<file path="src/sv/isf_pkg.sv">
`timescale 1ns / 1ps
`default_nettype none
package isf_pkg;
  localparam int Depth = 1024;
  localparam int AddrW = 10;
  localparam int LenW = 11;
  localparam int ValW = 32;
  localparam int DiffW = ValW + 1;
  localparam int NumW = DiffW + AddrW;

  // item kinds on the input channel
  localparam logic KindWrite = 1'b0;
  localparam logic KindQuery = 1'b1;

  typedef enum logic [3:0] {
    ST_IDLE, ST_RD_LOW, ST_RD_HIGH, ST_CHECK, ST_DIV, ST_RD_PROBE, ST_PROBE,
    ST_BIN, ST_RD_MID, ST_MID, ST_RD_FINAL, ST_FINAL, ST_OUT
  } state_t;

  typedef struct packed {
    logic start;
    logic busy;
    logic done;
  } div_ctrl_t;
endpackage
`default_nettype wire

</file>
<file path="src/sv/isf_div.sv">
`timescale 1ns / 1ps
`default_nettype none
// restoring divider, one quotient bit a cycle
module isf_div (
  input  wire logic clk,
  input  wire logic rst,
  input  wire logic start,
  input  wire logic [isf_pkg::NumW-1:0] num,
  input  wire logic [isf_pkg::DiffW-1:0] den,
  output isf_pkg::div_ctrl_t ctrl,
  output logic [isf_pkg::NumW-1:0] quot
);
  logic [isf_pkg::NumW-1:0] rem_q;
  logic [isf_pkg::DiffW-1:0] dv;
  logic [5:0] cnt;
  logic busy, done;
  logic [isf_pkg::DiffW:0] trial;

  assign trial = {rem_q[isf_pkg::DiffW-1:0], quot[isf_pkg::NumW-1]} - {1'b0, dv};

  always_ff @(posedge clk) begin
    if (rst) begin
      busy <= 1'b0;
      done <= 1'b0;
    end else begin
      done <= 1'b0;
      if (start) begin
        busy <= 1'b1;
        cnt <= 6'(isf_pkg::NumW);
        quot <= num;
        rem_q <= '0;
        dv <= den;
      end else if (busy) begin
        if (!trial[isf_pkg::DiffW]) begin
          rem_q <= isf_pkg::NumW'(trial[isf_pkg::DiffW-1:0]);
          quot <= {quot[isf_pkg::NumW-2:0], 1'b1};
        end else begin
          rem_q <= {rem_q[isf_pkg::NumW-2:0], quot[isf_pkg::NumW-1]};
          quot <= {quot[isf_pkg::NumW-2:0], 1'b0};
        end
        cnt <= cnt - 6'd1;
        if (cnt == 6'd1) begin
          busy <= 1'b0;
          done <= 1'b1;
        end
      end
    end
  end

  assign ctrl = '{start: start, busy: busy, done: done};
endmodule
`default_nettype wire

</file>
<file path="config.mk">
export PLATFORM = sky130hd
export DESIGN_NAME = isf_div
export DESIGN_NICKNAME = d
export VERILOG_FILES = /design/src/sv/isf_pkg.sv /design/src/sv/isf_div.sv
export SDC_FILE = /design/constraint.sdc
export NUM_CORES = 1
export LEC_CHECK = 0
export BUFFER_PORTS_ARGS = -buffer_cell sky130_fd_sc_hd__buf_2
export CORE_MARGIN = 2
export CORE_UTILIZATION = 60
export DETAILED_ROUTE_END_ITERATION = 8
export GPL_TIMING_DRIVEN = 0
export PLACE_DENSITY = 0.85
export REMOVE_ABC_BUFFERS = 1
export SLEW_MARGIN = 15
export SYNTH_ARGS = -nofsm -noshare
export SYNTH_HDL_FRONTEND = slang
export SYNTH_SLANG_ARGS = --single-unit
export TNS_END_PERCENT = 50
</file>
<file path="constraint.sdc">
create_clock -name clk -period 6.66 [get_ports clk]
set_input_delay 0 -clock clk [delete_from_list [all_inputs] [get_ports clk]]
set_output_delay 0 -clock clk [all_outputs]
set_load 0.01 [all_outputs]
</file>
==> results.ini, run 1 <==
[placed_design]
port_buffers = 124
dp_hpwl_mm = 11.15
gp_congestion = 0.8865
dp.cells = 829

[timing]
grt_setup_unrepaired = no
finalSetupViolations = 0
hold_viol = 0
skew_ps = 15.27
max_freq_mhz = 291.9
period_share_pct = 51.44
tightest_slew_ps = 889.2
relSlewSlack_pct = 40.58
min_period_ps = 3426
maxSlewViolCount = 0

[global_route]
gr-usage-all-layers_pct = 34.40
grt_max_degree = 45
grt_pass1_wl_mm = 30.57
antenna_found_initial = 0
grt_pass1_vias = 5807
grt-ovfl-total = 0

[status]
status = completed

[die]
chipHeight_um = 110.1
initial_utilization_pct = 61.99
rows = 38
core_area_um2 = 10890
die_w_um = 110.1
ios = 125
die_area_um2 = 12110

[worst_hold_path]
holdCritPathClass = in2reg

[run]
drv_cap = 0

[finish]
diodes = 0
layoutNonFillerInstCount = 939
drive_gt1_share_pct = 27.66
syn2layout_area_growth_pct = 32.24
fin_nets = 901

[synthesis]
synth_seq_area_share_pct = 51.76
synth_common_cells = 115 x edfxtp_1, 69 x nor2_1, 42 x mux2_2
synth_most_common_cell = edfxtp_1
netlist_instances = 584
async_flop_share_pct = 0
synth_top_area_share_pct = 51.17
yosys.area.top_type = edfxtp_1
yosysWarnings = 0
synth_ff_type = edfxtp_1
syn_area_per_cell_um2 = 11.56
synth_edf_count = 115
ys_seq_elements = 117
synthTopCellsByArea = edfxtp_1 51%, mux2_2 7.0%, ha_1 6.5%
syn-cell-area_um2 = 6749
synth_cell_types = 61

[routing]
drt_iter0_markers = 442
drc = 0
routed_wl_mm = 19.85
firstDrtPassIters = 6
vias = 5721
wire_per_inst_um = 21.14
ant_nets = 0
vias_per_cell = 6.093

[power]
p_leak_nw = 3.763
total_power_w = 0.002487
powerDensity_nw_per_um2 = 278.7
ir_drop_mv = 0.2050

[clock_tree]
cts_setup_buffers = 0
cts_root_buf = clkbuf_8
cts_tree = yes
hold_buffers = 78
clock_sinks = 117
clockBufferDepth = 2
cts.clk_slew.worst_paths_ps = 60
numCtsBuffers = 17
htreeDepth = 4
ctsResizeCount = 0
clkLatencyLatePin_ps = 540

[critical_path]
end_kind = flop
start_kind = flop
arrival_ps = 3710
crit_fanout = 6
worstPathRequired_ps = 6940
crit_type = reg2reg

[power breakdown]
group          internal, W  switching [W]  total, W
Clock             0.000571       0.000355  0.000925
Sequential        0.000889      0.0000360  0.000925
Combinational     0.000287       0.000350  0.000637
[per-layer routing]
| layer | GRT usage (%) | wire length, um |
|---|---|---|
| met1 | 40.30 | 7349 |
| met2 | 58.63 | 9788 |
| met3 | 8.466 | 1833 |
| met4 | 17.63 | 881 |
| met5 | 0 | 0 |
[path summary, 6_finish.rpt]
kind | cells past startpoint | startpoint | slack, ps | endpoint
worst min register to register | 1 | busy$_SDFF_PP0_ | 530 | done$_SDFF_PP0_
worst max register to register | 12 | quot[42]$_DFFE_PP_ | 3230 | rem_q[32]$_SDFFCE_PP0P_
worst min-delay path | 2 | den[9] | 170 | dv[9]$_DFFE_PP_
worst max-delay path | 12 | quot[42]$_DFFE_PP_ | 3230 | rem_q[32]$_SDFFCE_PP0P_
[cell usage in the layout, fill, tap and decap left out, types with 3 or more instances in the layout]
master,n
o21bai_1,8
mux2_2,42
clkbuf_1,3
buf_2,123
dlygate4sd3_1,78
bufinv_16,3
nor2b_1,5
a31oi_1,3
nand4_1,7
clkinv_2,3
a211oi_1,3
nand2b_1,3
inv_1,41
nor2_1,67
and3_1,5
a21oi_1,38
clkbuf_16,16
o31ai_1,4
o211ai_1,6
nor4_1,5
o21a_1,6
nand2_1,27
nand3_1,10
o21ai_0,7
mux2i_1,26
ha_1,35
nor3_1,6
or2_1,4
buf_12,4
a21o_1,11
o21ai_1,6
edfxtp_1,115
clkinvlp_4,3
xnor2_1,17
xor2_1,10
[metrics by stage]
stage / cell area (um^2) / hold slack, ps / worst slack [ps] / setup TNS, ps / util (%)
floorplan: 6616 / 0 / 2267 / 0 / -
global placement: 7412 / 176.2 / -281.2 / -22790 / 68.08
detailed placement: 7565 / 178.1 / 3485 / 0 / 69.48
CTS: 8925 / 150.8 / 3446 / 0 / 81.97
global route: 8925 / 169.3 / 3200 / 0 / 81.97
finish: 8925 / 173.1 / 3234 / 0 / 81.97
[kinds of logic (layout without fill, tap and decap cells)]
group	Yosys count	after routing	share of synthesized area, %
flip-flops	117	117	51.76
adder cells (fa/ha/maj)	36	36	6.785
multiplexers	68	68	10.86
XOR/XNOR	27	27	3.504
AND/OR/NAND/NOR	149	149	10.10
buffers and inverters	68	283	4.357
AO/OA/AOI/OAI	119	119	12.63
[final cells by class]
class,count,area [um^2]
clock buffers,20,425.4
clock inverters,12,153.9
fillers,562,1963
inverters,43,161.4
multi-input cells,399,2977
flip-flops and latches,117,3493
well taps,140,175.2
repair buffers,208,1539
[worst max-delay path, stage by stage (launching register included)]
cell and delay, ps:
edfxtp_1 420, inv_1 70, ha_1 250, fa_1 440
nand2b_1 230, a21oi_1 290, o211ai_1 190, a21boi_2 310
a32oi_1 230, o211ai_1 300, a21oi_1 100, a41oi_1 250
o31ai_2 90
[state kept, by name (all words and copies together), names as in the netlist]
name	count
busy	1
cnt	6
done	1
dv	33
quot	43
rem_q	33
Power figures use the tool's default switching activity.
==> inputs of run 2 (changes only) <==
- CORE_UTILIZATION: 60 -> 51
- PLACE_DENSITY: 0.85 -> 0.77
- clock period: 6.66 -> 2.9 ns (I/O delays scaled with it)
==> run 2 against run 1 <==
Compared with the run above:
- the run now ends with setup timing left
- global-route usage down 9.0 points
- clock-buffer cell count down 3
- worst hold slack better by 110 ps
- register-to-register slack worse by 3300 ps
- routed wire length down 9.6%
- die area up 17%
- worst setup slack worse by 3300 ps
- clock power up 130%
- combinational power rose to 2.6 times the previous value
- cell count up 6.0%
- non-clock buffer count up 21
- clock skew down 2.8 ps
- largest power group is now clock
- highest routed layer unchanged
==> results.ini, run 2 (synthesis results as in run 1) <==
[critical_path]
r2r_cells = 10  ; -2
crit_type = reg2reg
r2r_start = rem_q[5]$_SDFFCE_PP0P_
arrival_ps = 3120  ; -590 ps
crit_fanout = 6  ; unchanged
worstPathRequired_ps = 3070  ; -3870 ps
end_kind = flop
start_kind = flop
reg2reg_to = rem_q[23]$_SDFFCE_PP0P_
r2r_slack_ps = -50  ; -3280 ps

[die]
die_w_um = 119.0  ; +8.2%
rows = 42  ; +11%
die_area_um2 = 14170  ; +17%
initial_utilization_pct = 51.58  ; -10 points
chipHeight_um = 119.0  ; +8.2%
core_area_um2 = 13090  ; +20%
ios = 125  ; unchanged

[placed_design]
dp_hpwl_mm = 10.60  ; -5.0%
place_area_um2 = 7695  ; +1.7%
port_buffers = 124  ; unchanged
gp_congestion = 0.8949  ; +0.95%
dpl_worst_slack_ps = -316.5  ; -3802 ps

[routing]
ant_nets = 0  ; unchanged
firstDrtPassIters = 6  ; unchanged
vias = 5490  ; -4.0%
routed_wl_mm = 17.95  ; -9.6%
vias_per_cell = 5.518  ; -9.4%
drc = 0  ; unchanged
drt_iter0_markers = 338  ; -24%
wire_per_inst_um = 18.04  ; -15%

[clock_tree]
cts_root_buf = clkbuf_16
clockBufferDepth = 2  ; unchanged
clock_sinks = 117  ; unchanged
numCtsBuffers = 17  ; unchanged
clkLatencyLatePin_ps = 430  ; -110 ps
cts_tree = yes
htreeDepth = 4  ; unchanged
cts.clk_slew.worst_paths_ps = 60  ; about the same

[finish]
largestRegisters = quot (43), dv (33), rem_q (33)
fin_area_um2 = 9553  ; +7.0%
layout_commonest_cell = buf_2
diodes = 0  ; unchanged
largest_reg_flops = 43  ; unchanged
fill_cells = 852  ; +52%
final_cell_mix = 123 x buf_2, 115 x edfxtp_1, 78 x dlygate4sd3_1, 67 x nor2_1, 42 x mux2_2
syn2layout_area_growth_pct = 41.55
drive_gt1_share_pct = 33.46  ; +5.8 points
fin_nets = 922  ; +2.3%
top_register = quot

[power]
ir_drop_mv = 0.5445  ; +170%
seq_power_share_pct = 35.6  ; -1.6 points
p_int_w = 0.004231  ; +140%
total_power_w = 0.005956  ; +140%
pwr-share-clk_pct = 36.2  ; -1.0 points
switching_share_pct = 28.96  ; -0.84 points
combPwrFrac_pct = 28.2  ; +2.6 points
p_sw_w = 0.001725  ; +130%
powerDensity_nw_per_um2 = 623.5  ; +120%
p_leak_nw = 3.991  ; +6.0%

[timing]
period_share_pct = 101.7  ; +50 points
skew_ps = 12.45  ; -2.819 ps
setup_slack_ps = -49.81  ; -3284 ps
relSlewSlack_pct = 62.02  ; +21 points
maxSlewViolCount = 0  ; unchanged
hold_viol = 0  ; unchanged
min_period_ps = 2950  ; -476.0 ps
tightest_slew_ps = 566.3  ; -322.9 ps
max_freq_mhz = 339.0  ; +16%
finalSetupViolations = 25  ; +25
grt_setup_unrepaired = yes

[global_route]
grt_max_degree = 70  ; +56%
gr-usage-all-layers_pct = 25.40  ; -9.0 points
antenna_found_initial = 0  ; unchanged
grt_pass1_vias = 5764  ; -0.74%
grt-ovfl-total = 0  ; unchanged
grt_pass1_wl_mm = 28.10  ; -8.1%

[run]
drv_cap = 0  ; unchanged

[worst_hold_path]
hold_depth = 2  ; unchanged
holdCritPathClass = in2reg
hp-start = den[32]
holdPathEnd = dv[32]$_DFFE_PP_

[status]
status = finished with violations
violations = setup timing

-- run 2: changes by cell type in the layout (fill, tap and decap cells not counted), moves of 3 or more --
cell / before / now
clkbuf_16: 16 / 19
clkinv_4: 1 / 4
buf_16: 2 / 9
a21oi_1: 38 / 34
ha_1: 35 / 22
clkbuf_1: 3 / 0
buf_4: 1 / 15
ha_4: 0 / 7
buf_12: 4 / 1
ha_2: 0 / 6
-- run 2: power by group through the flow --
stage	Clock, W	Sequential [W]	Combinational [W]
final	0.00216	0.00212	0.00168
after global routing	0.00225	0.00213	0.00181
after CTS	0.00219	0.00211	0.00154
after detailed placement	0	0.00214	0.00131
after global placement	0	0.00215	0.00120
after floorplan	0	0.00215	0.000914
-- run 2: repair_timing --
item                                    4_1_cts  5_1_grt
buffers inserted                             10        6
pin swaps                                     8       27
endpoints found under the setup margin       31       32
gates cloned                                  3        1
hold buffers                                 77        1
hold endpoints to repair                     85        4
gates resized for setup                       8       35
-- run 2: worst max path at each step --
stage                     slack [ps]                    from  cells after the start                 endpoint
final                            -50  rem_q[5]$_SDFFCE_PP0P_                     10  rem_q[23]$_SDFFCE_PP0P_
after detailed placement        -320  rem_q[1]$_SDFFCE_PP0P_                     12  rem_q[23]$_SDFFCE_PP0P_
after global placement         -4170                   start                      3        quot[3]$_DFFE_PP_
after global routing            -180         dv[1]$_DFFE_PP_                     13   rem_q[6]$_SDFFCE_PP0P_
after floorplan                -1490         busy$_SDFF_PP0_                      2     cnt[0]$_SDFFCE_PP1P_
after CTS                        -70      quot[42]$_DFFE_PP_                     13  rem_q[30]$_SDFFCE_PP0P_
-- run 2: routing by layer --
| layer | global-route usage, % | up-vias | wire [um] |
|---|---|---|---|
| met3 | 7.423 | 31 | 1172 |
| met2 | 44.61 | 222 | 9035 |
| met4 | 8.408 | 0 | 321 |
| li1 | - | 2607 | - |
| met1 | 29.78 | 2630 | 7419 |
| met5 | 0 | - | 0 |
-- run 2: final cells by class --
cell class                      instances  area [um^2]  share of cell area (%)
Sequential cell                       117         3493                   36.57
Tap cell                              176        220.2                   2.305
Clock buffer                           17        425.4                   4.453
Clock inverter                         14        176.4                   1.847
Inverter                               43        161.4                   1.690
Timing Repair Buffer                  229         1859                   19.46
Multi-Input combinational cell        399         3217                   33.67
-- run 2: through the flow --
step                      hold WS (ps)  cells  setup TNS (ps)  util (%)
after global routing             289.1    995           -4189     73.01
after global placement           178.7    859         -426410     56.99
after CTS                       -25.47    988          -519.8     71.00
after detailed placement         178.4    867           -5780     58.81
after floorplan                      0    559         -127460         -
final                            282.4    995          -633.2     73.01
-- run 2: critical path: stages, from the launching register on --
cell and delay [ps]:
edfxtp_1 420, ha_2 410, nand4_1 220, o41ai_4 450, o21ai_4 120, and2_4 180
o221ai_4 240, clkbuf_16 230, buf_16 130, mux2i_1 210, nor2_1 70
